==> src/sv/trsc_pkg.sv <==
`timescale 1ns / 1ps
`default_nettype none
package trsc_pkg;

   localparam int COORD_W    = 32;
   localparam int DIFF_W     = COORD_W + 1;
   localparam int RADIUS_W   = 31;
   localparam int CFG_W      = 17;
   localparam int BETA_W     = 17;
   localparam int FRAC_BITS  = 16;
   localparam int MUL_W      = 32;
   localparam int PROD_W     = 2 * MUL_W;
   localparam int ERR_W      = 51;
   localparam int MAG_W      = 49;
   localparam int LO_W       = 25;
   localparam int HI_W       = MAG_W - LO_W;
   localparam int ACC_W      = 100;
   localparam int R2_W       = 2 * RADIUS_W;
   localparam int REQ_DATA_W = 320;
   localparam int RSP_DATA_W = 120;
   localparam int CSR_IDX_W  = 2;

   localparam logic [BETA_W-1:0] ONE_Q16      = BETA_W'(65536);
   localparam logic [CFG_W-1:0]  MAX_VERTICES = CFG_W'(65536);
   localparam logic [CFG_W-1:0]  FRACTION_RST = CFG_W'(32768);

   localparam logic [CSR_IDX_W-1:0] REG_VERTEX_COUNT    = CSR_IDX_W'(0);
   localparam logic [CSR_IDX_W-1:0] REG_UPDATE_FRACTION = CSR_IDX_W'(1);

   typedef enum logic [2:0] {
      ST_IDLE,
      ST_R2,
      ST_R2_USE,
      ST_AXIS,
      ST_DECIDE,
      ST_SCALE,
      ST_THRESH,
      ST_DONE
   } trsc_state_type;

   typedef enum logic [1:0] {
      STG_FULL,
      STG_ZERO,
      STG_BITS
   } trsc_stage_type;

endpackage
`default_nettype wire

==> src/sv/trsc_mul.sv <==
`timescale 1ns / 1ps
`default_nettype none
module trsc_mul
   import trsc_pkg::*;
(
   input  wire logic              clock,
   input  wire logic [MUL_W-1:0]  op_a,
   input  wire logic [MUL_W-1:0]  op_b,
   output logic      [PROD_W-1:0] prod
);

   logic [PROD_W-1:0] prod_ff;

   // shared unsigned multiplier, product registered
   always_ff @(posedge clock) begin
      prod_ff <= PROD_W'(op_a) * PROD_W'(op_b);
   end

   assign prod = prod_ff;

endmodule
`default_nettype wire

==> src/sv/trust_region_step_clamp_top.sv <==
`timescale 1ns / 1ps
`default_nettype none
// Trust-region step clamp, one vertex per item.
// req_ channel: a vertex (position, step, center, radius) in tdata, the
// unbounded flag in tuser and the last-vertex mark in tlast.
// rsp_ channel: the scaled step and beta in tdata, restricted and
// request_update in tuser, pass done in tlast. One result per item.
// csr_ channel: register writes (0 vertex_count, 1 update_fraction), taken
// any cycle; write only while no item is in flight.
// Every product goes through one shared 32x32 multiplier. A sphere test
// takes, per axis, one product for the error term and three for its
// square. An unbounded or zero step skips the sphere tests; an end point
// inside needs only the full test; a clamped step runs the full test, the
// zero test and, if the position lies inside, 16 bisection tests.
// req_tready is high only while the sequencer is idle. The result sits in
// an output register, so the next item is accepted while it waits; a
// stalled receiver holds the sequencer at the end of that next item.
// Reset clears the sequencer, the output valid, the restricted count and
// sets the registers to vertex_count 0 and update_fraction one half.
module trust_region_step_clamp_top
   import trsc_pkg::*;
(
   input  wire logic                  clock,
   input  wire logic                  reset,
   // pos_x, pos_y, pos_z, step_x, step_y, step_z, center_x, center_y,
   // center_z, radius, zero fill
   input  wire logic [REQ_DATA_W-1:0] req_tdata,
   input  wire logic                  req_tuser,   // radius_unbounded
   input  wire logic                  req_tlast,   // last_vertex
   input  wire logic                  req_tvalid,
   output logic                       req_tready,
   // new_step_x, new_step_y, new_step_z, scale_ratio, zero fill
   output logic      [RSP_DATA_W-1:0] rsp_tdata,
   output logic      [1:0]            rsp_tuser,   // restricted, request_update
   output logic                       rsp_tlast,   // pass_done
   output logic                       rsp_tvalid,
   input  wire logic                  rsp_tready,
   input  wire logic                  csr_valid,
   output logic                       csr_ready,
   input  wire logic [CSR_IDX_W-1:0]  csr_index,
   input  wire logic [CFG_W-1:0]      csr_data
);

   trsc_state_type state_ff, state_in;
   trsc_stage_type stage_ff, stage_in;
   logic [2:0]  phase_ff, phase_in;
   logic [1:0]  axis_ff, axis_in;
   logic [3:0]  bit_ff, bit_in;
   logic [BETA_W-1:0] k_ff, k_in, beta_ff, beta_in;
   logic signed [DIFF_W-1:0]  d_ff [3];
   logic signed [COORD_W-1:0] s_ff [3];
   logic [RADIUS_W-1:0] radius_ff;
   logic last_ff;
   logic [R2_W-1:0]  r2_ff, r2_in;
   logic [MAG_W-1:0] em_ff, em_in;
   logic [ACC_W-1:0] acc_ff, acc_in;
   logic [COORD_W-1:0] ns_ff [3];
   logic [COORD_W-1:0] ns_in [3];
   logic [CFG_W-1:0] count_ff, count_in;
   logic [CFG_W-1:0] vcount_ff, frac_ff;
   logic [RSP_DATA_W-1:0] rsp_data_ff;
   logic [1:0] rsp_user_ff;
   logic rsp_last_ff, rsp_valid_ff;
   logic [MUL_W-1:0]  mul_a, mul_b;
   logic [PROD_W-1:0] prod;

   logic accept, out_free, in_sphere, zero_step, s_neg;
   logic [COORD_W-1:0] abs_s [3];
   logic signed [ERR_W-1:0] err, term;
   logic [ERR_W-1:0] err_mag;

   trsc_mul u_mul (
      .clock (clock),
      .op_a  (mul_a),
      .op_b  (mul_b),
      .prod  (prod)
   );

   assign accept    = req_tvalid && req_tready;
   assign req_tready = (state_ff == ST_IDLE);
   assign out_free  = !rsp_valid_ff || rsp_tready;
   assign zero_step = (req_tdata[COORD_W*6-1:COORD_W*3] == 96'd0);
   assign in_sphere = (acc_ff <= {{(ACC_W - R2_W - 32){1'b0}}, r2_ff, 32'd0});

   // step magnitudes
   always_comb begin
      for (int i = 0; i < 3; i++) begin
         abs_s[i] = s_ff[i][COORD_W-1] ? COORD_W'(-s_ff[i]) : COORD_W'(s_ff[i]);
      end
   end

   // error term d*2^16 + s*k and its magnitude
   always_comb begin
      s_neg   = s_ff[axis_ff][COORD_W-1];
      term    = s_neg ? -$signed({2'b00, prod[48:0]}) : $signed({2'b00, prod[48:0]});
      err     = $signed({{2{d_ff[axis_ff][DIFF_W-1]}}, d_ff[axis_ff], 16'd0}) + term;
      err_mag = err[ERR_W-1] ? ERR_W'(-err) : ERR_W'(err);
   end

   // configuration registers
   assign csr_ready = 1'b1;
   always_ff @(posedge clock) begin
      if (reset) begin
         vcount_ff <= '0;
         frac_ff   <= FRACTION_RST;
      end else if (csr_valid) begin
         case (csr_index)
            REG_VERTEX_COUNT:    vcount_ff <= csr_data;
            REG_UPDATE_FRACTION: frac_ff   <= csr_data;
            default: ;
         endcase
      end
   end

   // item capture
   always_ff @(posedge clock) begin
      if (accept) begin
         for (int i = 0; i < 3; i++) begin
            s_ff[i] <= $signed(req_tdata[COORD_W*(3+i) +: COORD_W]);
            d_ff[i] <= $signed({req_tdata[COORD_W*i + COORD_W-1], req_tdata[COORD_W*i +: COORD_W]})
                     - $signed({req_tdata[COORD_W*(6+i) + COORD_W-1],
                                req_tdata[COORD_W*(6+i) +: COORD_W]});
         end
         radius_ff <= req_tdata[COORD_W*9 +: RADIUS_W];
         last_ff   <= req_tlast;
      end
   end

   // sequencer state
   always_ff @(posedge clock) begin
      if (reset) begin
         state_ff <= ST_IDLE;
         stage_ff <= STG_FULL;
         phase_ff <= '0;
         axis_ff  <= '0;
         bit_ff   <= '0;
         count_ff <= '0;
         rsp_valid_ff <= 1'b0;
      end else begin
         state_ff <= state_in;
         stage_ff <= stage_in;
         phase_ff <= phase_in;
         axis_ff  <= axis_in;
         bit_ff   <= bit_in;
         count_ff <= count_in;
         if (state_ff == ST_DONE && out_free) begin
            rsp_valid_ff <= 1'b1;
         end else if (rsp_tready) begin
            rsp_valid_ff <= 1'b0;
         end
      end
   end

   // datapath registers
   always_ff @(posedge clock) begin
      k_ff    <= k_in;
      beta_ff <= beta_in;
      r2_ff   <= r2_in;
      em_ff   <= em_in;
      acc_ff  <= acc_in;
      for (int i = 0; i < 3; i++) begin
         ns_ff[i] <= ns_in[i];
      end
      if (state_ff == ST_DONE && out_free) begin
         rsp_data_ff <= {7'd0, beta_ff, ns_ff[2], ns_ff[1], ns_ff[0]};
         rsp_user_ff <= {last_ff && ({1'b0, count_ff, 16'd0} > prod[2*CFG_W-1:0]),
                         !beta_ff[BETA_W-1]};
         rsp_last_ff <= last_ff;
      end
   end

   // next state and multiplier operands
   always_comb begin
      state_in = state_ff;
      stage_in = stage_ff;
      phase_in = phase_ff;
      axis_in  = axis_ff;
      bit_in   = bit_ff;
      k_in     = k_ff;
      beta_in  = beta_ff;
      r2_in    = r2_ff;
      em_in    = em_ff;
      acc_in   = acc_ff;
      count_in = count_ff;
      for (int i = 0; i < 3; i++) begin
         ns_in[i] = ns_ff[i];
      end
      mul_a = MUL_W'(frac_ff);
      mul_b = MUL_W'(vcount_ff);
      case (state_ff)
         ST_IDLE: begin
            phase_in = '0;
            axis_in  = '0;
            acc_in   = '0;
            stage_in = STG_FULL;
            k_in     = ONE_Q16;
            beta_in  = ONE_Q16;
            if (accept) begin
               state_in = (req_tuser || zero_step) ? ST_SCALE : ST_R2;
            end
         end
         ST_R2: begin
            mul_a    = MUL_W'(radius_ff);
            mul_b    = MUL_W'(radius_ff);
            state_in = ST_R2_USE;
         end
         ST_R2_USE: begin
            r2_in    = prod[R2_W-1:0];
            state_in = ST_AXIS;
         end
         ST_AXIS: begin
            case (phase_ff)
               3'd0: begin
                  mul_a    = abs_s[axis_ff];
                  mul_b    = MUL_W'(k_ff);
                  phase_in = 3'd1;
               end
               3'd1: begin
                  em_in    = err_mag[MAG_W-1:0];
                  phase_in = 3'd2;
               end
               3'd2: begin
                  mul_a    = MUL_W'(em_ff[LO_W-1:0]);
                  mul_b    = MUL_W'(em_ff[LO_W-1:0]);
                  phase_in = 3'd3;
               end
               3'd3: begin
                  acc_in   = acc_ff + ACC_W'(prod);
                  mul_a    = MUL_W'(em_ff[MAG_W-1:LO_W]);
                  mul_b    = MUL_W'(em_ff[LO_W-1:0]);
                  phase_in = 3'd4;
               end
               3'd4: begin
                  acc_in   = acc_ff + (ACC_W'(prod) << (LO_W + 1));
                  mul_a    = MUL_W'(em_ff[MAG_W-1:LO_W]);
                  mul_b    = MUL_W'(em_ff[MAG_W-1:LO_W]);
                  phase_in = 3'd5;
               end
               default: begin
                  acc_in   = acc_ff + (ACC_W'(prod) << (2 * LO_W));
                  phase_in = '0;
                  if (axis_ff == 2'd2) begin
                     axis_in  = '0;
                     state_in = ST_DECIDE;
                  end else begin
                     axis_in = axis_ff + 2'd1;
                  end
               end
            endcase
         end
         ST_DECIDE: begin
            acc_in   = '0;
            state_in = ST_AXIS;
            case (stage_ff)
               STG_FULL: begin
                  if (in_sphere) begin
                     beta_in  = ONE_Q16;
                     state_in = ST_SCALE;
                  end else begin
                     stage_in = STG_ZERO;
                     k_in     = '0;
                  end
               end
               STG_ZERO: begin
                  beta_in = '0;
                  if (!in_sphere) begin
                     state_in = ST_SCALE;
                  end else begin
                     stage_in = STG_BITS;
                     bit_in   = 4'd15;
                     k_in     = BETA_W'(32768);
                  end
               end
               default: begin
                  beta_in = in_sphere ? k_ff : beta_ff;
                  if (bit_ff == 4'd0) begin
                     state_in = ST_SCALE;
                  end else begin
                     bit_in = bit_ff - 4'd1;
                     k_in   = beta_in | (BETA_W'(1) << (bit_ff - 4'd1));
                  end
               end
            endcase
         end
         ST_SCALE: begin
            // one axis product per cycle, stored from the multiplier output in the next cycle
            if (phase_ff != 3'd0) begin
               ns_in[phase_ff[1:0] - 2'd1] =
                  s_ff[phase_ff[1:0] - 2'd1][COORD_W-1] ? COORD_W'(-prod[47:16])
                                                          : prod[47:16];
            end
            if (phase_ff == 3'd3) begin
               phase_in = '0;
               state_in = ST_THRESH;
            end else begin
               mul_a    = abs_s[phase_ff[1:0]];
               mul_b    = MUL_W'(beta_ff);
               phase_in = phase_ff + 3'd1;
            end
         end
         ST_THRESH: begin
            if (!beta_ff[BETA_W-1] && count_ff < MAX_VERTICES) begin
               count_in = count_ff + CFG_W'(1);
            end
            state_in = ST_DONE;
         end
         ST_DONE: begin
            if (out_free) begin
               if (last_ff) begin
                  count_in = '0;
               end
               state_in = ST_IDLE;
            end
         end
         default: state_in = ST_IDLE;
      endcase
   end

   assign rsp_tdata  = rsp_data_ff;
   assign rsp_tuser  = rsp_user_ff;
   assign rsp_tlast  = rsp_last_ff;
   assign rsp_tvalid = rsp_valid_ff;

endmodule
`default_nettype wire
==> config.mk <==
export PLATFORM = sky130hd
export DESIGN_NAME = trust_region_step_clamp_top
export DESIGN_NICKNAME = d
export VERILOG_FILES = /design/src/sv/trsc_pkg.sv /design/src/sv/trsc_mul.sv /design/src/sv/trust_region_step_clamp_top.sv
export SDC_FILE = /design/constraint.sdc
export NUM_CORES = 2
export LEC_CHECK = 0
export BUFFER_PORTS_ARGS = -buffer_cell sky130_fd_sc_hd__buf_4
export CAP_MARGIN = 0
export CORE_MARGIN = 2
export CORE_UTILIZATION = 55
export CTS_CLUSTER_DIAMETER = 150
export CTS_CLUSTER_SIZE = 40
export DETAILED_ROUTE_END_ITERATION = 8
export PLACE_DENSITY = 0.73
export SLEW_MARGIN = 40
export SYNTH_ARGS = -nofsm -noshare
export SYNTH_HDL_FRONTEND = slang
export SYNTH_HIERARCHICAL = 1
export SYNTH_SLANG_ARGS = --single-unit
==> constraint.sdc <==
create_clock -name clock -period 14.4 [get_ports clock]
set_input_delay 0.72 -clock clock [delete_from_list [all_inputs] [get_ports clock]]
set_output_delay 0.72 -clock clock [all_outputs]
set_load 0.01 [all_outputs]
Word level (Yosys, flattened, before mapping)
Memory sizes are Yosys's and may differ from the RTL's. A register that Yosys moved wholly into a read port is not among the register bits.
Cells that the tools add are included.
- register bits: 523
- memory bits (writable): 291
- output and inout port bits: 126
- memories kept: 3
- memories (name ; words ; width ; read ports ; clocked after Yosys merged registers in ; write ports ; line ; text):
    d_ff ; 3 ; 33 ; 1 ; 1 ; 3 ; trust_region_step_clamp_top.sv:50 ; logic signed [DIFF_W-1:0] d_ff [3];
    ns_ff ; 3 ; 32 ; 3 ; 0 ; 3 ; trust_region_step_clamp_top.sv:57 ; logic [COORD_W-1:0] ns_ff [3];
    s_ff ; 3 ; 32 ; 5 ; 1 ; 3 ; trust_region_step_clamp_top.sv:51 ; logic signed [COORD_W-1:0] s_ff [3];
- add/sub/neg operators: 18
- multipliers: 1
- order comparisons: 7
- equality and inequality tests: 29
- shift-type cells: 1
- multiplexer cells: 70
- bitwise operators: 5
- reductions and logical operators: 38
- operators by type and width (kind ; number):
    $mux 32 ; 10
    $pmux 100 s3 ; 1
    $pmux 100 s2 ; 1
    $mux 96 ; 2
    $pmux 32 s3 ; 2
    $pmux 17 s2 ; 5
    $mux 17 ; 9
    $bmux 32 s2 ; 2
    $neg 32->32 ; 4
    $add 100x100->100 ; 1
    $add 100x64->100 ; 1
    $add 100x90->100 ; 1
    $le 100x94->1 ; 1
    $sub 32x32->33 ; 3
    $bwmux 96 ; 1
    $logic_not 96->1 ; 1
    $pmux 31 s3 ; 1
    $pmux 25 s3 ; 1
    $demux 32 s2 ; 1
    $mul 32x31->63 ; 1
    $add 49x51->51 ; 1
    $mux 51 ; 1
    $neg 49->51 ; 1
    $mux 49 ; 1
    other kinds (47) ; 116

Depth between registers and ports, before layout
- word-level depth: 9
- mapped depth: 43
- gate-level depth less buffers: 41

By module
The synthesis kept the hierarchy.
- by module, submodules not included (module ; times used ; cells an instance ; area each (um^2) ; sequential area each (um^2)):
    trust_region_step_clamp_top ; 1 ; 5654 ; 53576.4 ; 21901.0
    trsc_mul ; 1 ; 3849 ; 34884.7 ; 1281.2

Worst setup path after synthesis
OpenSTA, ideal clock, no wires.
- kind: register to register
- start: memory s_ff[2][0]
- end: register u_mul.prod_ff[62] (netlist: u_mul/prod[62])
- data arrival time: 10.099 ns
- required time: 14.338 ns
- setup slack: 4.239 ns
- stages on the path, launching flop included: 37
- cells stage by stage: edfxtp_1 -> or3_4 -> nand2b_4 -> or2_1 -> or3_4 -> or3_4 -> or3_1 -> buf_2 -> o31ai_1 -> xor2_1 -> a211oi_1 -> a21oi_1 -> o21ai_0 -> clkbuf_1 -> nand2_1 -> fa_1 -> inv_1 -> fa_1 -> inv_1 -> fa_1 -> fa_1 -> inv_1 -> fa_1 -> fa_1 -> fa_1 -> inv_1 -> fa_1 -> inv_1 -> ha_1 -> a21o_1 -> a21o_1 -> a221oi_1 -> o221ai_1 -> o21ai_1 -> o41ai_1 -> or4b_1 -> nand3_1
- RTL lines (element ; line ; text):
    from (decl) ; trust_region_step_clamp_top.sv:51 ;
    to (signal assigned) ; trsc_mul.sv:16 ; prod_ff <= PROD_W'(op_a) * PROD_W'(op_b);
    to (decl) ; trsc_mul.sv:12 ; logic [PROD_W-1:0] prod_ff;

==> impl_metrics.toml <==
[status]
status = "finished clean"

[setup_path]
path_common_cell = "fa_1"
path_buf_inv = 7
path_depth = 35
rr_worst_depth = 35
cp_max_fo = 19
worst_setup_path_end_kind = "flop"
crit_slowest_cell = "fa_1"
reg2reg_slack_ps = 2850
startpoint_type = "flop"
worstSetupPathType = "reg2reg"
worstPathRequired_ps = 14990
crit_start = "s_ff[2][0]"
path_delay_family = "adder cells"
r2r-start = "s_ff[2][0]"
cp.arrival_ps = 12140
slowest_delay_ps = 560
crit_end = "u_mul/prod[62]"
worstReg2RegEnd = "u_mul/prod[62]"

[logic_synthesis]
synth_area_leaders = "edfxtp_1 (23%), fa_1 (20%), ha_1 (9.5%)"
syn_area_per_cell_um2 = 9.31
synth_edf_count = 684
synth-seq-cells = 816
yosysWarnings = 6
syn_inst = 9503
ys_types = 105
synthArstFlopShare = 0
ys.flop_type = "edfxtp_1"
synth.top_cell.area_share = 0.232
yosysTopAreaCell = "edfxtp_1"
seq_area_frac_synth = 0.262
syn-cell-area_um2 = 88500

[drt]
post_drt_wl_per_cell_um = 24.6
drcViolationCount = 0
drtIter0Drc = 8708
routed_wirelength_um = 293000
via_per_inst = 6.17
firstDrtPassIters = 9
vias = 73500
ant_nets = 0

[power]
switchingPower_uw = 13400
power_frac_clock = 0.047
vdd_ir_drop_max_mv = 0.311
power.density_nw_per_um2 = 252
p_seq_frac = 0.173
power.internal_uw = 10600
switching_share = 0.560
share_comb_of_total_power = 0.780
leakage_uw = 0.0421
total_power_uw = 24000

[layout]
fillers = 13700
layout_commonest_cell = "inv_1"
fin_nets = 11600
syn2layout_area_growth_pct = 7.83
drive_gt1_frac = 0.0828
final_cell_mix = "inv_1 (1239), nand2_1 (1031), fa_1 (903)"

[timing]
max_freq_ghz = 0.0866
worst_slack_ps = 2850
worst_pin_slew_ps = 926
final_max_slew_viol_count = 0
max_slew_margin = 0.382
setup_viol = 0
period_minus_slack_ps = 11550
finalCritPeriodShare = 0.802
fin_tns_setup_ps = 0
hold_viol = 0
grt_setup_unrepaired = "false"
finClkSkew_ps = 56.8
holdWs_ps = 194

[grt]
grt_max_degree = 90
gr-total-overflow = 0
grt_pass1_wl_um = 439000
grtUsageTotal = 0.354
grt_pass1_vias = 72300
antenna_found_initial = 34

[die]
die_w_um = 405
core_um2 = 160000
rows = 147
io_pins = 472
die_h_um = 405
die-area_um2 = 164000
start_util = 0.552

[clock_network]
clk_pin_slew_worst_paths_ps = 170
cts_tree = "built"
post_cts_buffers = 0
clockRootBuffer = "clkbuf_16"
cts_buffer_depth = 3
postCtsHoldBufs = 0
post_cts_resized = 0
insertion_delay_ps = 720
clock-sinks = 816
cts_max_level = 1
cts_buffers = 25

[place]
hpwl_um = 224000
place_ws_ps = 3050
finalWeightedCongestion = 1.01
numPortBuffers = 462

[min_path]
hp-class = "in2reg"

[run]
drv_cap = 0
## per-layer routing
layer	up-vias	routed length [um]	track usage	part of all wire
met5	-	137	0	0.00047
met4	18	15300	0.158	0.052
met3	689	32100	0.0769	0.11
met2	3972	128000	0.540	0.44
met1	36200	117000	0.484	0.40
li1	32600	-	-	-
## flip-flops by register name (all words and copies together), names as in the netlist, 31 cells and up, named ones only
register and cells:
rsp_tdata 113, acc_ff 100, d_ff 99, ns_ff 96, s_ff 96, u_mul/prod 64
r2_ff 62, em_ff 49, radius_ff 31
## power groups by stage
stage                     combinational [uW]  sequential [uW]  clock [uW]
after global placement                 17900             4160           0
after global routing                   20500             4170        1200
after detailed placement               18200             4160           0
after floorplan                        12800             4060           0
final                                  18700             4140        1130
after CTS                              18400             4110        1140
## how the worst min path moves through the flow
| stage | start | endpoint | slack (ps) | cells after the start |
|---|---|---|---|---|
| 2_1_floorplan | ns_ff[0][0] | rsp_tdata[0] | 400 | 0 |
| 3_3_place_gp | ns_ff[0][60] | rsp_tdata[60] | 400 | 0 |
| 3_5_place_dp | ns_ff[0][13] | rsp_tdata[13] | 400 | 0 |
| 4_1_cts | req_tdata[304] | radius_ff[16] | 160 | 1 |
| 5_1_grt | req_tdata[304] | radius_ff[16] | 170 | 1 |
| 6_report | req_tdata[304] | radius_ff[16] | 190 | 1 |
## kinds of logic (layout without fill, tap and decap cells)
logic type	Yosys count	after routing	share of synthesized area
and+or+nand+nor	2798	2798	0.157
AOI/OAI and AO/OA	1944	1944	0.142
buffers and inverters	1702	1916	0.0727
adders and majority gates	1577	1577	0.300
DFF	816	816	0.262
xor gates and xnor gates	586	586	0.0580
muxes	78	78	0.00892
other	2	37	0.0000849
## area by class of cell
type / instances / area, um^2 / area share
inverters: 1243 / 4670 / 0.0489
well taps: 2160 / 2700 / 0.0283
clock inverters: 5 / 76.3 / 0.000800
clock buffers: 41 / 738 / 0.00774
flip-flops and latches: 816 / 23200 / 0.243
repair buffers: 627 / 4760 / 0.0499
diodes: 24 / 60.1 / 0.000630
multi-input cells: 6996 / 59200 / 0.621
## per-stage QoR
step / cell area (um^2) / cells / utilization
final: 95400 / 11900 / 0.595
after global routing: 95400 / 11900 / 0.595
after CTS: 95300 / 11900 / 0.595
after detailed placement: 94500 / 11800 / 0.590
after global placement: 94400 / 11800 / 0.589
after floorplan: 88500 / 9514 / -
## synth_stat cells (all sizes together) (51+ instances only)
cell,count
xnor2,342
o211ai,54
a31oi,69
nor2,417
ha,674
dfxtp,132
a21o,229
nand3,118
xor2,244
a222oi,61
and2,623
and3,55
nand2,1033
clkbuf,424
o21bai,72
inv,1240
o22ai,82
edfxtp,684
a21oi,557
fa,903
nand4,115
nor3,120
a22oi,67
nand2b,51
nor4,76
o21ai,399
mux2i,71
## worst register-to-register path: cells and delay by family (launching register included)
kind / cells / cell delay [ps]
buf+inv: 7 / 720
compound gates: 6 / 2440
simple gates: 12 / 2980
flops: 1 / 510
xor+xnor: 1 / 240
fa+ha+maj: 9 / 4540
No activity file was read; power rests on OpenSTA's default activity.
